$ cat config.mk
export PLATFORM = sky130hd
export DESIGN_NAME = gsa_queue
export DESIGN_NICKNAME = d
export VERILOG_FILES = /design/src/rtl/gsa_pkg.sv /design/src/rtl/gsa_queue.sv
export SDC_FILE = /design/constraint.sdc
export NUM_CORES = 1
export LEC_CHECK = 0
export BUFFER_PORTS_ARGS = -buffer_cell sky130_fd_sc_hd__buf_2
export CELL_PAD_IN_SITES_DETAIL_PLACEMENT = 0
export CELL_PAD_IN_SITES_GLOBAL_PLACEMENT = 1
export CORE_ASPECT_RATIO = 1.1
export CORE_UTILIZATION = 39
export DETAILED_ROUTE_END_ITERATION = 10
export PLACE_DENSITY = 0.8
export SLEW_MARGIN = 20
export SYNTH_ARGS = -nofsm -noshare
export SYNTH_HDL_FRONTEND = slang
export SYNTH_SLANG_ARGS = --single-unit
export TNS_END_PERCENT = 10
$ cat constraint.sdc
create_clock -name clk -period 3.13 [get_ports clk]
set_clock_uncertainty 0.15 [all_clocks]
set_input_delay 0.626 -clock clk [delete_from_list [all_inputs] [get_ports clk]]
set_output_delay 0.626 -clock clk [all_outputs]
set_load 0.02 [all_outputs]
$ cat src/rtl/gsa_pkg.sv
`default_nettype none

package gsa_pkg;

  // fixed field widths
  localparam int unsigned SLOT_W = 6;
  localparam int unsigned GEN_W  = 32;
  localparam int unsigned POS_W  = 6;
  localparam int unsigned ACT_W  = 3;

  // action codes on the input channel
  localparam logic [ACT_W-1:0] ACT_SPAWN   = 3'd0;
  localparam logic [ACT_W-1:0] ACT_DESTROY = 3'd1;
  localparam logic [ACT_W-1:0] ACT_POS     = 3'd2;
  localparam logic [ACT_W-1:0] ACT_AT      = 3'd3;
  localparam logic [ACT_W-1:0] ACT_PEND    = 3'd4;
  localparam logic [ACT_W-1:0] ACT_COMPACT = 3'd5;

  // decoded operation
  typedef enum logic [2:0] {
    OP_SPAWN,
    OP_DESTROY,
    OP_POS,
    OP_AT,
    OP_PEND,
    OP_COMPACT,
    OP_NOP
  } op_t;

  // back end sequencer states
  typedef enum logic [3:0] {
    ST_IDLE,
    ST_SP0,
    ST_SP1,
    ST_SP2,
    ST_H0,
    ST_H1,
    ST_H2,
    ST_Q0,
    ST_Q1,
    ST_Q2,
    ST_C0,
    ST_C1,
    ST_C2,
    ST_C3,
    ST_CEND,
    ST_FAIL
  } state_t;

  // classified command, front to back
  typedef struct packed {
    op_t               op;
    logic              slot_ok;
    logic [SLOT_W-1:0] slot;
    logic [GEN_W-1:0]  generation;
    logic [POS_W-1:0]  dense_pos;
  } cmd_t;

  // one result transaction
  typedef struct packed {
    logic              ok;
    logic [SLOT_W-1:0] out_slot;
    logic [GEN_W-1:0]  out_generation;
    logic [POS_W-1:0]  out_dense_pos;
    logic              moved;
    logic [POS_W-1:0]  move_from;
    logic [POS_W-1:0]  move_to;
    logic              last;
  } res_t;

endpackage

`default_nettype wire

$ cat src/rtl/gsa_queue.sv
`default_nettype none

// two-entry command queue between front and back
module gsa_queue (
  input  wire logic          clk,
  input  wire logic          rst_n,
  input  wire logic          push,
  input  gsa_pkg::cmd_t      push_cmd,
  output logic               full,
  input  wire logic          pop,
  output logic               avail,
  output gsa_pkg::cmd_t      pop_cmd
);

  gsa_pkg::cmd_t ent_r [2];
  logic          wp_r, wp_nxt;
  logic          rp_r, rp_nxt;
  logic [1:0]    cnt_r, cnt_nxt;

  assign full    = (cnt_r == 2'd2);
  assign avail   = (cnt_r != 2'd0);
  assign pop_cmd = ent_r[rp_r];

  // pointer and count update
  always_comb begin
    wp_nxt  = push ? ~wp_r : wp_r;
    rp_nxt  = pop ? ~rp_r : rp_r;
    cnt_nxt = cnt_r;
    if (push && !pop) begin
      cnt_nxt = cnt_r + 2'd1;
    end else if (pop && !push) begin
      cnt_nxt = cnt_r - 2'd1;
    end
  end

  always_ff @(posedge clk) begin
    if (!rst_n) begin
      wp_r  <= 1'b0;
      rp_r  <= 1'b0;
      cnt_r <= 2'd0;
    end else begin
      wp_r  <= wp_nxt;
      rp_r  <= rp_nxt;
      cnt_r <= cnt_nxt;
    end
  end

  // entry storage
  always_ff @(posedge clk) begin
    if (push) begin
      ent_r[wp_r] <= push_cmd;
    end
  end

endmodule

`default_nettype wire

# After elaboration in Yosys (flattened, before gate mapping)
# Memories as Yosys holds them, arrays and structs flattened. A register that Yosys moved wholly into a read port is not among the register bits.
# Cells that the tools add are included.
# classes
n_addsub	2
eq_ne	1
n_mux	6
bitwise	2
reduce_logical	6
# op_table
cell	count
$mux W1	4
$mux W2	2
$reduce_bool A2 Y1	2
$add A2 B1 Y2 const B	1
$eq A2 B2 Y1 const B	1
$logic_and A1 B1 Y1	2
$logic_not A1 Y1	2
$not A1 Y1	2
$sub A2 B1 Y2 const B	1
# word_totals
ff_bits	4
mem_bits_rw	96
inputBits	52
out_inout_bits	50
elab_cells	21
mem_count	1
# memory_table
memory	words	width	read_ports	rd_ports_with_merged_regs	write_ports	line_no	text
ent_r	2	48	1	1	1	gsa_queue.sv:15	gsa_pkg::cmd_t ent_r [2];

# Depth between registers and ports, before layout
# logic_depth
depth_word	4
mapped_depth	5
ltp_nobuf	5

# Worst setup path before layout
# No wires, ideal clock.
# synth_path
path_type	input to register
startpoint	in push
endpoint	mem ent_r[0][0] in the netlist's numbering, enable pin
setup_ns	0.460
t_arrival_ns	2.788
t_required_ns	2.520
setup_slack_ns	-0.268
stages	1
n_path_buf	0
cell_sequence	nor2b_1
# synth_via
elab_chain_len	2
# synth_lines
item	line_no	text
from (decl)	gsa_queue.sv:7	input wire logic push,
$mux W1	gsa_queue.sv:50	if (push) begin
$mux W1 (not written as such)	gsa_queue.sv:51	ent_r[wp_r] <= push_cmd;
to (decl)	gsa_queue.sv:15	
# No other way between the ends.

==> flow_metrics.py <==
metrics = {
    "place": {
        "place_congestion": 0.711,
        "hpwl_um": 4110,
        "numPortBuffers": 101,
        "dp.cells": 386,
    },
    "power_and_ir_drop": {
        "p_clk_share_pct": 28.9,
        "cellPowerDensity_nw_per_um2": 598,
        "seq_power_share_pct": 57.8,
        "internal_power_mw": 2.07,
        "irDropWorstVdd_mv": 0.355,
        "combinationalPowerShare_pct": 13.4,
        "swShare_pct": 24.0,
        "leakage_nw": 1.72,
        "p_sw_uw": 654,
    },
    "global_routing": {
        "grt_use_met3_pct": 3.51,
        "grt.total_usage_pct": 13.5,
        "grt_pass1_vias": 1933,
        "grt_pass1_wl_um": 9670,
        "grt-ovfl-total": 0,
        "grt_max_degree": 30,
        "antenna_found_initial": 0,
        "busiest_layer": "met2",
        "grt_use_met1_pct": 16.2,
        "grtUsageMet2_pct": 22.1,
    },
    "yosys": {
        "yosysSeqAreaShare_pct": 81.0,
        "netlist_area_um2": 3680,
        "synth_edf_count": 96,
        "yosys.area_share.xor_xnor_pct": 0.713,
        "synth_most_common_cell": "edfxtp_1",
        "yosys-top-cells-count": "edfxtp_1 (96), mux2_2 (47), dfxtp_1 (5)",
        "syn-num-nets": 224,
        "synth_fa_ha_area_share_pct": 0.340,
        "synth_compound_area_share_pct": 0.543,
        "synth_cell_types": 19,
        "async_flop_share_pct": 0,
        "synthTopCellsByArea": "edfxtp_1 (78%), mux2_2 (14%), dfxtp_1 (2.7%)",
        "syn_area_per_cell_um2": 21.5,
        "synth_simple_gate_area_share_pct": 1.60,
        "netlist_instances": 171,
        "synth_top_area_share_pct": 78.2,
        "ys.flop_type": "edfxtp_1",
        "synth_top_family_by_area": "multiplexers",
        "synth_mux_area_share_pct": 14.7,
        "ys_seq_elements": 101,
        "yosysTopAreaCell": "edfxtp_1",
        "yosysWarnings": 0,
    },
    "timing": {
        "rsz0062_at_grt": "no",
        "slew_headroom_pct": 64.9,
        "max_freq_ghz": 0.420,
        "final_hold_viol_count": 0,
        "fin_crit_ns": 2.38,
        "min_period_over_period_pct": 76.0,
        "finalSetupTns_ns": 0,
        "setup_viol_count_final": 0,
        "tightest_slew_ns": 0.526,
        "slew_violations": 0,
    },
    "clock_tree": {
        "root_buffer": "clkbuf_8",
        "ctsHoldBuffers": 0,
        "clock-sinks": 101,
        "cts-htree-levels": 3,
        "cts_resized": 0,
        "clkTransAtPathRegs_ns": 0.09,
        "post_cts_buffers": 0,
        "clock_latency_ns": 0.36,
        "cts_tree": "yes",
        "clock_path_buffers": 2,
        "cts_buffers": 9,
    },
    "routing": {
        "drt-total-wl_um": 6200,
        "first_pass_iters": 4,
        "drcViolationCount": 0,
        "vias": 1873,
        "vias_per_cell": 4.66,
        "ant_nets": 0,
        "drt_iter0_drc": 58,
        "avgRoutedWirePerCell_um": 15.4,
    },
    "min_path": {
        "holdPathEnd": "ent_r[0][8]",
        "hold_path_class": "in -> reg",
        "hold_path_startpoint": "push_cmd[8]",
        "min_path_cells": 1,
    },
    "setup_path": {
        "r2r_cells": 2,
        "cpMaxStageDelayCell": "mux2_2",
        "cp.buffers_inverters": 2,
        "crit_chain": "buf_4, mux2_2, buf_2",
        "reg2reg_from": "wp_r",
        "reg2reg_slack_ns": 1.48,
        "crit_cells": 3,
        "required_ns": 2.35,
        "worstSetupStartpointType": "flop",
        "worstPathMaxFanout": 28,
        "criticalPathCategory": "reg -> out",
        "cp_top_family": "buffers and inverters",
        "crit_path_end_kind": "primary output",
        "r2r-end": "ent_r[1][12]",
        "crit_arrival_ns": 1.60,
        "slowest_delay_ns": 0.39,
    },
    "floorplan": {
        "start_util_pct": 40.9,
        "core-area_um2": 9010,
        "die_x_um": 94.7,
        "core.rowCount": 36,
        "die_area_um2": 9840,
        "ioPinCount": 102,
        "dieHeight_um": 104,
    },
    "layout": {
        "diodes": 0,
        "regArea_um2": 2980,
        "multi_input_area_um2": 667,
        "drive_gt1_share_pct": 60.1,
        "area_delta_synth_final_pct": 23.8,
        "nets": 336,
        "num-fill-cells": 778,
        "layout.cells.non_filler": 402,
    },
    "job": {
        "cap_violations": 0,
    },
    "outcome": {
        "status": "finished, final reports clean",
    },
}
[state kept, by name, summed over array words and instances (netlist names), named ones only]
register  flops
rp_r          1
wp_r          1
cnt_r         2
ent_r        96
[final cells by class]
class / count / share of cell area [%]
sequential: 101 / 65.4
multi-input combinational: 64 / 14.6
timing repair buffer: 106 / 12.5
clock buffer: 12 / 3.65
tap: 114 / 3.13
clock inverter: 4 / 0.658
inverter: 1 / 0.0823
[per-layer routing]
metal / part of all wire [%] / vias up / wire length, um
met5: 0 / - / 0
met4: 2.0 / 0 / 124
met3: 4.8 / 9 / 297
met2: 50 / 61 / 3090
met1: 43 / 915 / 2690
li1: - / 888 / -
[placed cells by master, fill, tap and decap left out, types with 2 or more instances in the layout]
master,netlist,final
mux2_2,47,47
buf_12,0,2
dfxtp_1,5,4
clkinv_4,0,2
and2_1,4,3
xor2_1,2,2
edfxtp_1,96,96
buf_2,2,101
buf_4,1,3
clkbuf_8,0,10
[kinds of logic (layout without fill, tap and decap cells)]
group                    Yosys count  after routing
AO/OA/AOI/OAI                      3              3
XOR/XNOR                           3              3
adder cells (fa/ha/maj)            1              1
buffers and inverters              6            123
flip-flops                       101            101
multiplexers                      48             48
AND/OR/NAND/NOR                    9              9
[worst register-to-register path, delay by kind of cell (launching register included)]
kind / cells / cell delay (ns)
and+or+nand+nor: 1 / 0.51
DFF: 1 / 0.39
buffers and inverters: 1 / 0.28
[power by group through the flow]
stage / clock network [mW] / logic (mW) / registers [mW]
detailed placement: 0 / 0.370 / 1.61
finish: 0.787 / 0.365 / 1.58
global placement: 0 / 0.364 / 1.60
CTS: 0.809 / 0.371 / 1.58
floorplan: 0 / 0.237 / 1.60
global route: 0.864 / 0.393 / 1.58
[per-stage QoR]
stage | hold slack, ns | total power [mW] | cell area (um2) | setup WS, ns | utilization (%)
finish | 0.299 | 2.73 | 4560 | 0.750 | 50.6
CTS | 0.279 | 2.76 | 4560 | 0.709 | 50.6
detailed placement | 0.346 | 1.98 | 4370 | 1.11 | 48.5
floorplan | 0.311 | 1.84 | 3690 | 0.640 | -
global route | 0.275 | 2.84 | 4560 | 0.648 | 50.6
global placement | 0.329 | 1.97 | 4370 | 1.14 | 48.5
[worst max path at each step]
stage	start	to	slack [ns]
floorplan	push	ent_r[0][0]	0.64
global placement	push	ent_r[1][43]	1.14
detailed placement	push	ent_r[1][17]	1.11
CTS	flop	pop_cmd[13]	0.71
global route	flop	pop_cmd[30]	0.65
finish	flop	pop_cmd[13]	0.75
Note: power is estimated with default switching activity, not from simulation.
