**config.mk**
```make
export PLATFORM = sky130hd
export DESIGN_NAME = gsa_back
export DESIGN_NICKNAME = d
export VERILOG_FILES = /design/src/rtl/gsa_pkg.sv /design/src/rtl/gsa_back.sv
export SDC_FILE = /design/constraint.sdc
export NUM_CORES = 2
export LEC_CHECK = 0
export BUFFER_PORTS_ARGS = -buffer_cell sky130_fd_sc_hd__clkbuf_2
export CORE_MARGIN = 4
export CORE_UTILIZATION = 60
export CTS_CLUSTER_DIAMETER = 120
export CTS_CLUSTER_SIZE = 10
export DETAILED_ROUTE_END_ITERATION = 16
export PLACE_DENSITY_LB_ADDON = 0.15
export REMOVE_ABC_BUFFERS = 1
export SYNTH_ARGS = -nofsm -noshare
export SYNTH_HDL_FRONTEND = slang
export SYNTH_SLANG_ARGS = --single-unit
```
**constraint.sdc**
```tcl
create_clock -name clk -period 8.5 [get_ports clk]
set_clock_uncertainty 0.1 [all_clocks]
set_input_delay 2.125 -clock clk [delete_from_list [all_inputs] [get_ports clk]]
set_output_delay 2.125 -clock clk [all_outputs]
set_load 0.005 [all_outputs]
```
**src/rtl/gsa_pkg.sv**
```systemverilog
`default_nettype none

package gsa_pkg;

  // fixed field widths
  localparam int unsigned SLOT_W = 6;
  localparam int unsigned GEN_W  = 32;
  localparam int unsigned POS_W  = 6;
  localparam int unsigned ACT_W  = 3;

  // action codes on the input channel
  localparam logic [ACT_W-1:0] ACT_SPAWN   = 3'd0;
  localparam logic [ACT_W-1:0] ACT_DESTROY = 3'd1;
  localparam logic [ACT_W-1:0] ACT_POS     = 3'd2;
  localparam logic [ACT_W-1:0] ACT_AT      = 3'd3;
  localparam logic [ACT_W-1:0] ACT_PEND    = 3'd4;
  localparam logic [ACT_W-1:0] ACT_COMPACT = 3'd5;

  // decoded operation
  typedef enum logic [2:0] {
    OP_SPAWN,
    OP_DESTROY,
    OP_POS,
    OP_AT,
    OP_PEND,
    OP_COMPACT,
    OP_NOP
  } op_t;

  // back end sequencer states
  typedef enum logic [3:0] {
    ST_IDLE,
    ST_SP0,
    ST_SP1,
    ST_SP2,
    ST_H0,
    ST_H1,
    ST_H2,
    ST_Q0,
    ST_Q1,
    ST_Q2,
    ST_C0,
    ST_C1,
    ST_C2,
    ST_C3,
    ST_CEND,
    ST_FAIL
  } state_t;

  // classified command, front to back
  typedef struct packed {
    op_t               op;
    logic              slot_ok;
    logic [SLOT_W-1:0] slot;
    logic [GEN_W-1:0]  generation;
    logic [POS_W-1:0]  dense_pos;
  } cmd_t;

  // one result transaction
  typedef struct packed {
    logic              ok;
    logic [SLOT_W-1:0] out_slot;
    logic [GEN_W-1:0]  out_generation;
    logic [POS_W-1:0]  out_dense_pos;
    logic              moved;
    logic [POS_W-1:0]  move_from;
    logic [POS_W-1:0]  move_to;
    logic              last;
  } res_t;

endpackage

`default_nettype wire

```
**src/rtl/gsa_back.sv**
```systemverilog
`default_nettype none

// executes commands against the slot tables and drives the result register
module gsa_back #(
  parameter int unsigned CAPACITY = 64
) (
  input  wire logic     clk,
  input  wire logic     rst_n,
  input  wire logic     q_avail,
  input  gsa_pkg::cmd_t q_cmd,
  output logic          q_pop,
  output logic          out_valid,
  input  wire logic     out_ready,
  output gsa_pkg::res_t out_res
);

  localparam int unsigned AW = (CAPACITY > 1) ? $clog2(CAPACITY) : 1;
  localparam int unsigned CW = $clog2(CAPACITY + 1);
  localparam logic [CW-1:0] CAP_C = CW'(CAPACITY);
  localparam logic [AW-1:0] TOP_I = AW'(CAPACITY - 1);
  localparam logic [gsa_pkg::POS_W:0] CAP_X = (gsa_pkg::POS_W + 1)'(CAPACITY);

  // tables
  logic [gsa_pkg::GEN_W-1:0] gen_mem [CAPACITY];
  logic [AW:0]               s2p_mem [CAPACITY];
  logic [AW-1:0]             p2s_mem [CAPACITY];
  logic [AW-1:0]             fs_mem  [CAPACITY];

  logic [CAPACITY-1:0] gen_vld_r, s2p_vld_r, fs_vld_r, pend_r;
  logic [CAPACITY-1:0] gen_vld_nxt, s2p_vld_nxt, fs_vld_nxt, pend_nxt;

  // table ports
  logic                      gen_re, gen_we, s2p_re, s2p_we, p2s_re, p2s_we, fs_re, fs_we;
  logic [AW-1:0]             gen_ra, gen_wa, s2p_ra, s2p_wa, p2s_ra, p2s_wa, fs_ra, fs_wa;
  logic [gsa_pkg::GEN_W-1:0] gen_wd, gen_q;
  logic [AW:0]               s2p_wd, s2p_q;
  logic [AW-1:0]             p2s_wd, p2s_q, fs_wd, fs_q, fs_qi;
  logic                      gen_qv, s2p_qv, fs_qv;

  // control state
  gsa_pkg::state_t state_r, state_nxt;
  gsa_pkg::cmd_t   cmd_r, cmd_nxt;
  gsa_pkg::res_t   res_r, res_nxt;
  logic            out_v_r, out_v_nxt;
  logic [CW-1:0]   live_r, live_nxt, free_r, free_nxt, pcnt_r, pcnt_nxt, cnt_r, cnt_nxt;
  logic [AW-1:0]   cur_s_r, cur_s_nxt, hp_r, hp_nxt;
  logic            held_v_r, held_v_nxt;
  logic [AW-1:0]   held_from_r, held_from_nxt, held_to_r, held_to_nxt;

  // decoded read data
  logic [gsa_pkg::GEN_W-1:0] gen_rd, gen_inc;
  logic                      s2p_none, out_free, h_live;
  logic [AW-1:0]             s2p_pos, fs_rd, cslot, pos_c, last_c;

  always_comb begin
    gen_rd   = gen_qv ? gen_q : gsa_pkg::GEN_W'(1);
    gen_inc  = gen_rd + gsa_pkg::GEN_W'(1);
    if (gen_inc == '0) begin
      gen_inc = gsa_pkg::GEN_W'(1);
    end
    s2p_none = !s2p_qv || s2p_q[AW];
    s2p_pos  = s2p_q[AW-1:0];
    fs_rd    = fs_qv ? fs_q : TOP_I - fs_qi;
    cslot    = cmd_r.slot[AW-1:0];
    pos_c    = AW'(cnt_r - CW'(1));
    last_c   = AW'(live_r - CW'(1));
    h_live   = (p2s_q == cslot);
    out_free = !out_v_r || out_ready;
  end

  assign q_pop     = (state_r == gsa_pkg::ST_IDLE) && q_avail;
  assign out_valid = out_v_r;
  assign out_res   = res_r;

  // sequencer
  always_comb begin
    state_nxt     = state_r;
    cmd_nxt       = cmd_r;
    res_nxt       = res_r;
    out_v_nxt     = out_v_r && !out_ready;
    live_nxt      = live_r;
    free_nxt      = free_r;
    pcnt_nxt      = pcnt_r;
    cnt_nxt       = cnt_r;
    cur_s_nxt     = cur_s_r;
    hp_nxt        = hp_r;
    held_v_nxt    = held_v_r;
    held_from_nxt = held_from_r;
    held_to_nxt   = held_to_r;
    gen_vld_nxt   = gen_vld_r;
    s2p_vld_nxt   = s2p_vld_r;
    fs_vld_nxt    = fs_vld_r;
    pend_nxt      = pend_r;
    gen_re = 1'b0; gen_we = 1'b0; gen_ra = '0; gen_wa = '0; gen_wd = '0;
    s2p_re = 1'b0; s2p_we = 1'b0; s2p_ra = '0; s2p_wa = '0; s2p_wd = '0;
    p2s_re = 1'b0; p2s_we = 1'b0; p2s_ra = '0; p2s_wa = '0; p2s_wd = '0;
    fs_re  = 1'b0; fs_we  = 1'b0; fs_ra  = '0; fs_wa  = '0; fs_wd  = '0;

    case (state_r)
      gsa_pkg::ST_IDLE: begin
        if (q_avail) begin
          cmd_nxt = q_cmd;
          case (q_cmd.op)
            gsa_pkg::OP_SPAWN:   state_nxt = gsa_pkg::ST_SP0;
            gsa_pkg::OP_DESTROY,
            gsa_pkg::OP_POS,
            gsa_pkg::OP_PEND:    state_nxt = gsa_pkg::ST_H0;
            gsa_pkg::OP_AT:      state_nxt = gsa_pkg::ST_Q0;
            gsa_pkg::OP_COMPACT: begin
              cnt_nxt    = live_r;
              held_v_nxt = 1'b0;
              state_nxt  = gsa_pkg::ST_C0;
            end
            default:             state_nxt = gsa_pkg::ST_FAIL;
          endcase
        end
      end

      // spawn: pop free stack, read generation, link both tables
      gsa_pkg::ST_SP0: begin
        if (free_r == '0 || live_r >= CAP_C) begin
          state_nxt = gsa_pkg::ST_FAIL;
        end else begin
          fs_re     = 1'b1;
          fs_ra     = AW'(free_r - CW'(1));
          state_nxt = gsa_pkg::ST_SP1;
        end
      end
      gsa_pkg::ST_SP1: begin
        gen_re    = 1'b1;
        gen_ra    = fs_rd;
        cur_s_nxt = fs_rd;
        state_nxt = gsa_pkg::ST_SP2;
      end
      gsa_pkg::ST_SP2: begin
        if (out_free) begin
          s2p_we  = 1'b1;
          s2p_wa  = cur_s_r;
          s2p_wd  = {1'b0, AW'(live_r)};
          s2p_vld_nxt[cur_s_r] = 1'b1;
          p2s_we  = 1'b1;
          p2s_wa  = AW'(live_r);
          p2s_wd  = cur_s_r;
          live_nxt = live_r + CW'(1);
          free_nxt = free_r - CW'(1);
          res_nxt = '0;
          res_nxt.ok             = 1'b1;
          res_nxt.out_slot       = gsa_pkg::SLOT_W'(cur_s_r);
          res_nxt.out_generation = gen_rd;
          res_nxt.out_dense_pos  = gsa_pkg::POS_W'(live_r);
          res_nxt.last           = 1'b1;
          out_v_nxt = 1'b1;
          state_nxt = gsa_pkg::ST_IDLE;
        end
      end

      // handle check: generation, position, back link
      gsa_pkg::ST_H0: begin
        if (!cmd_r.slot_ok) begin
          state_nxt = gsa_pkg::ST_FAIL;
        end else begin
          gen_re    = 1'b1;
          gen_ra    = cslot;
          s2p_re    = 1'b1;
          s2p_ra    = cslot;
          state_nxt = gsa_pkg::ST_H1;
        end
      end
      gsa_pkg::ST_H1: begin
        if (gen_rd != cmd_r.generation || s2p_none || CW'(s2p_pos) >= live_r) begin
          state_nxt = gsa_pkg::ST_FAIL;
        end else begin
          p2s_re    = 1'b1;
          p2s_ra    = s2p_pos;
          hp_nxt    = s2p_pos;
          state_nxt = gsa_pkg::ST_H2;
        end
      end
      gsa_pkg::ST_H2: begin
        if (out_free) begin
          res_nxt      = '0;
          res_nxt.last = 1'b1;
          case (cmd_r.op)
            gsa_pkg::OP_DESTROY: begin
              if (h_live && !pend_r[cslot]) begin
                pend_nxt[cslot] = 1'b1;
                pcnt_nxt        = pcnt_r + CW'(1);
                res_nxt.ok      = 1'b1;
              end
            end
            gsa_pkg::OP_POS: begin
              res_nxt.ok = h_live;
              if (h_live) begin
                res_nxt.out_dense_pos = gsa_pkg::POS_W'(hp_r);
              end
            end
            gsa_pkg::OP_PEND: res_nxt.ok = h_live && pend_r[cslot];
            default:          res_nxt.ok = 1'b0;
          endcase
          out_v_nxt = 1'b1;
          state_nxt = gsa_pkg::ST_IDLE;
        end
      end

      // handle at position
      gsa_pkg::ST_Q0: begin
        if ({1'b0, cmd_r.dense_pos} >= CAP_X ||
            CW'(cmd_r.dense_pos) >= live_r) begin
          state_nxt = gsa_pkg::ST_FAIL;
        end else begin
          p2s_re    = 1'b1;
          p2s_ra    = cmd_r.dense_pos[AW-1:0];
          state_nxt = gsa_pkg::ST_Q1;
        end
      end
      gsa_pkg::ST_Q1: begin
        gen_re    = 1'b1;
        gen_ra    = p2s_q;
        cur_s_nxt = p2s_q;
        state_nxt = gsa_pkg::ST_Q2;
      end
      gsa_pkg::ST_Q2: begin
        if (out_free) begin
          res_nxt = '0;
          res_nxt.ok             = 1'b1;
          res_nxt.out_slot       = gsa_pkg::SLOT_W'(cur_s_r);
          res_nxt.out_generation = gen_rd;
          res_nxt.out_dense_pos  = cmd_r.dense_pos;
          res_nxt.last           = 1'b1;
          out_v_nxt = 1'b1;
          state_nxt = gsa_pkg::ST_IDLE;
        end
      end

      // compact: walk positions from the top down
      gsa_pkg::ST_C0: begin
        if (cnt_r == '0) begin
          state_nxt = gsa_pkg::ST_CEND;
        end else begin
          p2s_re    = 1'b1;
          p2s_ra    = pos_c;
          state_nxt = gsa_pkg::ST_C1;
        end
      end
      gsa_pkg::ST_C1: begin
        cur_s_nxt = p2s_q;
        if (!pend_r[p2s_q]) begin
          cnt_nxt   = cnt_r - CW'(1);
          state_nxt = gsa_pkg::ST_C0;
        end else begin
          gen_re = 1'b1;
          gen_ra = p2s_q;
          if (cnt_r != live_r) begin
            p2s_re    = 1'b1;
            p2s_ra    = last_c;
            state_nxt = gsa_pkg::ST_C2;
          end else begin
            state_nxt = gsa_pkg::ST_C3;
          end
        end
      end
      gsa_pkg::ST_C2: begin
        // last entry fills the gap; previous move goes out now
        if (!held_v_r || out_free) begin
          if (held_v_r) begin
            res_nxt           = '0;
            res_nxt.moved     = 1'b1;
            res_nxt.move_from = gsa_pkg::POS_W'(held_from_r);
            res_nxt.move_to   = gsa_pkg::POS_W'(held_to_r);
            out_v_nxt         = 1'b1;
          end
          held_v_nxt    = 1'b1;
          held_from_nxt = last_c;
          held_to_nxt   = pos_c;
          p2s_we = 1'b1;
          p2s_wa = pos_c;
          p2s_wd = p2s_q;
          s2p_we = 1'b1;
          s2p_wa = p2s_q;
          s2p_wd = {1'b0, pos_c};
          s2p_vld_nxt[p2s_q] = 1'b1;
          state_nxt = gsa_pkg::ST_C3;
        end
      end
      gsa_pkg::ST_C3: begin
        // retire the removed slot
        gen_we = 1'b1;
        gen_wa = cur_s_r;
        gen_wd = gen_inc;
        gen_vld_nxt[cur_s_r] = 1'b1;
        s2p_we = 1'b1;
        s2p_wa = cur_s_r;
        s2p_wd = {1'b1, AW'(0)};
        s2p_vld_nxt[cur_s_r] = 1'b1;
        pend_nxt[cur_s_r]    = 1'b0;
        live_nxt = live_r - CW'(1);
        if (free_r < CAP_C) begin
          fs_we = 1'b1;
          fs_wa = AW'(free_r);
          fs_wd = cur_s_r;
          fs_vld_nxt[AW'(free_r)] = 1'b1;
          free_nxt = free_r + CW'(1);
        end
        cnt_nxt   = cnt_r - CW'(1);
        state_nxt = gsa_pkg::ST_C0;
      end
      gsa_pkg::ST_CEND: begin
        if (out_free) begin
          res_nxt = '0;
          if (held_v_r) begin
            res_nxt.moved     = 1'b1;
            res_nxt.move_from = gsa_pkg::POS_W'(held_from_r);
            res_nxt.move_to   = gsa_pkg::POS_W'(held_to_r);
          end
          res_nxt.last = 1'b1;
          out_v_nxt    = 1'b1;
          held_v_nxt   = 1'b0;
          pcnt_nxt     = '0;
          state_nxt    = gsa_pkg::ST_IDLE;
        end
      end

      gsa_pkg::ST_FAIL: begin
        if (out_free) begin
          res_nxt      = '0;
          res_nxt.last = 1'b1;
          out_v_nxt    = 1'b1;
          state_nxt    = gsa_pkg::ST_IDLE;
        end
      end

      default: state_nxt = gsa_pkg::ST_IDLE;
    endcase
  end

  // control registers
  always_ff @(posedge clk) begin
    if (!rst_n) begin
      state_r   <= gsa_pkg::ST_IDLE;
      out_v_r   <= 1'b0;
      live_r    <= '0;
      free_r    <= CAP_C;
      pcnt_r    <= '0;
      cnt_r     <= '0;
      held_v_r  <= 1'b0;
      gen_vld_r <= '0;
      s2p_vld_r <= '0;
      fs_vld_r  <= '0;
      pend_r    <= '0;
    end else begin
      state_r   <= state_nxt;
      out_v_r   <= out_v_nxt;
      live_r    <= live_nxt;
      free_r    <= free_nxt;
      pcnt_r    <= pcnt_nxt;
      cnt_r     <= cnt_nxt;
      held_v_r  <= held_v_nxt;
      gen_vld_r <= gen_vld_nxt;
      s2p_vld_r <= s2p_vld_nxt;
      fs_vld_r  <= fs_vld_nxt;
      pend_r    <= pend_nxt;
    end
  end

  // payload registers
  always_ff @(posedge clk) begin
    cmd_r       <= cmd_nxt;
    res_r       <= res_nxt;
    cur_s_r     <= cur_s_nxt;
    hp_r        <= hp_nxt;
    held_from_r <= held_from_nxt;
    held_to_r   <= held_to_nxt;
  end

  // generation table
  always_ff @(posedge clk) begin
    if (gen_we) begin
      gen_mem[gen_wa] <= gen_wd;
    end
    if (gen_re) begin
      gen_q  <= gen_mem[gen_ra];
      gen_qv <= gen_vld_r[gen_ra];
    end
  end

  // slot to position table
  always_ff @(posedge clk) begin
    if (s2p_we) begin
      s2p_mem[s2p_wa] <= s2p_wd;
    end
    if (s2p_re) begin
      s2p_q  <= s2p_mem[s2p_ra];
      s2p_qv <= s2p_vld_r[s2p_ra];
    end
  end

  // position to slot table
  always_ff @(posedge clk) begin
    if (p2s_we) begin
      p2s_mem[p2s_wa] <= p2s_wd;
    end
    if (p2s_re) begin
      p2s_q <= p2s_mem[p2s_ra];
    end
  end

  // free stack
  always_ff @(posedge clk) begin
    if (fs_we) begin
      fs_mem[fs_wa] <= fs_wd;
    end
    if (fs_re) begin
      fs_q  <= fs_mem[fs_ra];
      fs_qv <= fs_vld_r[fs_ra];
      fs_qi <= fs_ra;
    end
  end

  // every slot is either free or live
  a_slot_balance: assert property (@(posedge clk) disable iff (!rst_n)
    (CW + 1)'(live_r) + (CW + 1)'(free_r) == (CW + 1)'(CAPACITY))
    else $error("live and free counts out of balance");

  // outside a compaction, pending entries are a subset of live ones
  a_pend_bound: assert property (@(posedge clk) disable iff (!rst_n)
    (state_r == gsa_pkg::ST_IDLE) |-> (pcnt_r <= live_r))
    else $error("pending count above live count");

  // compaction ends with an empty pending set and no held move
  a_cend: assert property (@(posedge clk) disable iff (!rst_n)
    (state_r == gsa_pkg::ST_CEND && out_free) |=>
      (state_r == gsa_pkg::ST_IDLE && pcnt_r == '0 && !held_v_r && out_v_r && res_r.last))
    else $error("compaction did not close cleanly");

  // a result that reports a move never carries ok
  a_move_only_compact: assert property (@(posedge clk) disable iff (!rst_n)
    (out_v_r && res_r.moved) |-> (res_r.ok == 1'b0))
    else $error("move result carries ok");

endmodule

`default_nettype wire

```
# Yosys cells after proc, flatten, opt, wreduce, memory -nomap -nowiden
# Memory sizes are Yosys's and may differ from the RTL's. A register that Yosys moved wholly into a read port is not among the register bits.
# Index checks and enable logic that the tools add are counted.
# word_totals
register_bits	423
ramBits	3264
inputBits	52
output_inout_bits	61
elab_cells	279
memories	4
# op_classes
n_addsub	7
n_lt_le_gt_ge	15
n_eq_ne	40
n_mux	127
n_bitwise	8
n_reduce_logical	47
# memory_table
memory	depth	width	rd	rd_ports_with_merged_regs	wr	line_no	text
gen_mem	64	32	1	1	1	gsa_back.sv:24	logic [gsa_pkg::GEN_W-1:0] gen_mem [CAPACITY];
s2p_mem	64	7	1	1	1	gsa_back.sv:25	logic [AW:0] s2p_mem [CAPACITY];
fs_mem	64	6	1	1	1	gsa_back.sv:27	logic [AW-1:0] fs_mem [CAPACITY];
p2s_mem	64	6	1	1	1	gsa_back.sv:26	logic [AW-1:0] p2s_mem [CAPACITY];
# ops
operator	count
59-bit two-way mux	7
59-bit one-hot mux with 6 select lines	1
64-bit two-way mux	5
64-bit OR	5
64-bit one-hot mux with 3 select lines	1
6-bit two-way mux	24
64-bit one-hot mux with 2 select lines	1
32-bit two-way mux	3
64-bit AND	1
64-bit inverter	1
6-bit by 7-bit < comparator with 1-bit output (second input constant)	7
4-bit one-hot mux with 12 select lines	1
6-bit one-hot mux with 4 select lines	2
7-bit two-way mux	6
7-bit one-hot mux with 3 select lines	2
1-bit two-way mux	41
6-bit one-hot mux with 2 select lines	3
32-bit by 1-bit adder with 32-bit output (second input constant)	1
4-bit equality test (second input constant)	8
32-bit zero test	1
32-bit != test	1
1-bit binary-select mux with 6-bit select	5
7-bit one-hot mux with 2 select lines	2
1-bit demux with 6-bit select	4
43 further kinds	111

# Longest topological paths before layout
# depth
ltp_word	9
depth_mapped	20

# Least setup slack after synthesis
# OpenSTA, ideal clock, no wires.
# synth_path
kind	register to register
start	register gen_qv
end	memory gen_mem[0][13] (netlist name), data pin
setup_time_ns	0.681
arrival_time_ns	6.329
required_ns	7.719
slack_ns	1.389
path_stages_with_launch	20
path_buffers	6
cell_sequence	edfxtp_1 > buf_2 > buf_2 > clkbuf_1 > clkbuf_1 > clkbuf_1 > and2_1 > ha_1 > nand3_1 > nor4_1 > nand3_1 > nor3_1 > nand2_1 > nor3_1 > o31ai_1 > nand3_1 > a2111o_1 > nand2_1 > buf_2 > nor3_1
# synth_via
elab_chain_cells	5
# synth_rtl
item	line_no	text
start, declared	gsa_back.sv:38	logic gen_qv, s2p_qv, fs_qv;
start signal, assigned	gsa_back.sv:382	gen_qv <= gen_vld_r[gen_ra];
32-bit two-way mux *	gsa_back.sv:56	gen_rd = gen_qv ? gen_q : gsa_pkg::GEN_W'(1);
32-bit by 1-bit adder with 32-bit output *	gsa_back.sv:57	gen_inc = gen_rd + gsa_pkg::GEN_W'(1);
32-bit zero test	gsa_back.sv:58	if (gen_inc == '0) begin
32-bit two-way mux *	gsa_back.sv:58	
32-bit two-way mux *	gsa_back.sv:99	case (state_r)
named net gen_wd, one bit	gsa_back.sv:35	logic [gsa_pkg::GEN_W-1:0] gen_wd, gen_q;
end, declared	gsa_back.sv:24	
# The timed path passes the listed nets; every way through them passes the cells marked *.

# Final worst setup path
# layout_path
start	register gen_qv
end	register p2s_q[0] (read register of p2s_mem), data pin
# layout_via
elab_chain_cells	6
word_cells_on_any_way	8
classes_between	1 x eq/ne; 5 x mux; 2 x reduce/logical
# layout_rtl
item	line_no	text
32-bit two-way mux *	gsa_back.sv:56	
32-bit != test *	gsa_back.sv:170	if (gen_rd != cmd_r.generation || s2p_none || CW'(s2p_pos) >= live_r) begin
1-bit logical OR * (2 in a row)	gsa_back.sv:170	
6-bit two-way mux or 1-bit two-way mux (tied branches)	gsa_back.sv:170	
6-bit one-hot mux with 4 select lines or 1-bit one-hot mux with 4 select lines (tied branches)	gsa_back.sv:99	
end, declared	gsa_back.sv:37	logic [AW-1:0] p2s_wd, p2s_q, fs_wd, fs_q, fs_qi;
# Mark *: on every way between the ends. The rest lies on a longest branch, timed or not.
# A chain may end at the register's enable or synchronous reset.

==> flow_summary.yaml <==
placed_design:
  place.gp.congestion: 0.966
  hpwl_um: 274000
  io_buffers: 112
status:
  status: "finished, violations left"
  violations: "capacitance limit"
clocking:
  cts_buffer_depth: 4
  cts_hold_buf: 0
  htree_levels: 5
  cts_resized: 0
  clock-sinks: 3738
  postCtsSetupRepairBufs: 0
  clk_pin_slew_ns: 0.06
  clock-root-buffer: "clkbuf_16"
  cts_tree: "done"
  clk-insertion-delay-late_ns: 1.01
  cts_buffers: 423
hold_path:
  min_from: "s2p_vld_r[30]"
  holdCritPathClass: "reg2reg"
  holdPathStages: 1
  min_to: "s2p_vld_r[30]"
routing:
  avgViaCountPerCell: 6.77
  drt-total-wl_um: 484000
  vias: 105000
  wl_per_cell_um: 31.2
  drcViolationCount: 0
  firstDrtPassIters: 6
  drt-initial-drc-count: 15900
  ant_nets: 0
critical_path:
  regToRegSetupSlack_ns: 1.48
  cp_cell_sequence: "buf_4 -> inv_1 -> buf_4 -> o31ai_1 -> o2111ai_1 -> nand3b_1 -> nor4_4 -> a221o_2 -> buf_4 -> o21ai_0 -> o221ai_1 -> nor3_1 -> o311ai_1"
  cp.arrival_ns: 7.54
  cp_common_cell: "buf_4"
  worstSetupPathType: "reg2reg"
  cp-start-kind: "flip-flop"
  r2r_cells: 13
  critPathSlowestCell: "a221o_2"
  critPathMaxStageDelay_ns: 0.90
  crit_fanout: 50
  timing.rr.end: "p2s_q[0]"
  cp.required_ns: 9.01
  end_kind: "flip-flop"
  rr_startpoint: "gen_qv"
final_layout:
  nets: 12000
  syn_to_final_growth_pct: 11.1
  drive_gt1_share_pct: 9.51
  final_core_util_pct: 67.2
yosys:
  ys_seq_area_share_pct: 71.8
  avgSynthCellArea_um2: 12.8
  synthesis.area_mm2: 0.152
  yosysMostFrequentCell: "edfxtp_1"
  syn_inst: 11900
  synth.top_cells.by_count: "3455 x edfxtp_1, 2926 x nand2_1, 1394 x nand3_1"
  ys.warnings.count: 0
  async_flop_share_pct: 0
  synth_edf_count: 3455
  synth-seq-cells: 3738
  synth_area_leaders: "edfxtp_1 68%, nand2_1 7.2%, nand3_1 4.6%"
  synth-main-ff-cell: "edfxtp_1"
  yosys.area.top_type_share_pct: 68.1
  synth_cell_type_count: 95
  yosys.area.top_type: "edfxtp_1"
floorplanning:
  initial_core_util_pct: 60.4
  core-area_mm2: 0.252
  rows: 184
  die_area_mm2: 0.262
  top_level_ports: 113
  die_w_um: 512
  die_y_um: 512
global_route:
  grt_pass1_vias: 99100
  grt_max_degree: 152
  gr-total-overflow: 0
  antenna_found_initial: 22
  grt_pass1_wl_um: 691000
  grt.total_usage_pct: 36.1
timing:
  period_share_pct: 82.6
  setup_viol: 0
  worst_slew_pin_slew_ns: 1.46
  maxSlewHeadroom_pct: 1.55
  fmax_mhz: 142
  rsz0062_at_grt: "no"
  hold_viol: 0
  timing.final.crit_period_ns: 7.02
  report.final.slew_viol_count: 0
run:
  drv_cap: 1
power_and_ir_drop:
  powerDensity_mw_per_mm2: 317
  power_leakage_uw: 0.0559
  power.total_uw: 53700
  vdd_ir_drop_max_uv: 254
[placed cells by master (no fill, tap or decap), drive strengths merged, types with 67 or more instances in the layout]
| cell type | instances |
|---|---|
| a311oi | 161 |
| buf | 311 |
| o22ai | 97 |
| inv | 70 |
| nand3 | 1395 |
| edfxtp | 3455 |
| nand2 | 2926 |
| a32o | 67 |
| nor2 | 442 |
| clkbuf | 722 |
| o21ai | 160 |
| mux4 | 78 |
| o221ai | 110 |
| and3 | 164 |
| mux2i | 198 |
| a21oi | 333 |
| o21a | 194 |
| dfxtp | 283 |
| a21boi | 76 |
| nor3 | 109 |
[cells by family after synthesis]
family	after synthesis	share of synthesized area, %
and+or+nand+nor	5295	15.1
xor gates and xnor gates	80	0.460
DFF	3738	71.8
muxes	293	2.58
buffers and inverters	866	2.36
AOI/OAI and AO/OA	1602	7.53
adders and majority gates	19	0.156
[how the worst max path moves through the flow]
stage / startpoint / end / slack (ns) / cells after the start
5_1_grt: gen_qv / p2s_q[0] / 1.43 / 13
3_3_place_gp: gen_qv / p2s_q[0] / 1.83 / 13
6_report: gen_qv / p2s_q[0] / 1.48 / 13
3_5_place_dp: gen_qv / p2s_q[0] / 1.76 / 13
4_1_cts: gen_qv / p2s_q[0] / 1.69 / 13
2_1_floorplan: cslot[0] / gen_q[10] / -35.68 / 8
[worst max-delay path: cells and delay by family (launching register included)]
kind            cells  cell delay (ns)
buf+inv             4             1.68
flops               1             0.51
simple gates        3             1.27
compound gates      6             3.01
[per-layer routing]
layer / track usage, % / vias up / share of wire [%]
met2: 54.4 / 7697 / 45
li1: - / 44200 / -
met3: 8.35 / 1606 / 12
met1: 48.3 / 51600 / 36
met4: 21.8 / 12 / 7.2
met5: 0.256 / - / 0.032
[state kept, by name, summed over array words and instances (netlist names), 4 cells and up]
signal,cells
pend_r,64
gen_mem,2048
cmd_r,42
s2p_mem,448
p2s_q,6
live_r,7
out_res,59
fs_q,6
cnt_r,7
gen_q,32
free_r,7
cur_s_r,6
state_r,4
cslot,6
fs_vld_r,64
s2p_q,7
gen_vld_r,64
s2p_vld_r,64
fs_mem,384
held_to_r,6
held_from_r,6
p2s_mem,384
fs_qi,6
hp_r,6
[per-stage QoR]
stage | hold WS, ns | std cells | TNS, ns | worst slack, ns | area [um^2]
final | 0.356 | 15500 | 0 | 1.48 | 169000
after global routing | 0.376 | 15500 | 0 | 1.43 | 169000
after CTS | 0.360 | 15500 | 0 | 1.69 | 169000
after detailed placement | 0.348 | 14900 | 0 | 1.76 | 158000
after global placement | 0.343 | 14900 | 0 | 1.83 | 158000
after floorplan | 0.335 | 11100 | -1188.43 | -35.68 | 149000
[final cells by class]
class,count,area (um^2)
Inverter,71,274
Multi-Input combinational cell,7289,40400
Clock inverter,13,214
Antenna cell,17,42.5
Clock buffer,609,11300
Timing Repair Buffer,424,3430
Tap cell,3348,4190
Fill cell,17700,82800
Sequential cell,3738,109000
[where the power goes]
part           internal (uW)  total [uW]  switching, uW
combinational           4530       16400          11900
sequential             20700       21300            610
clock                   9090       15900           6820
Note: power is estimated with default switching activity, not from simulation.
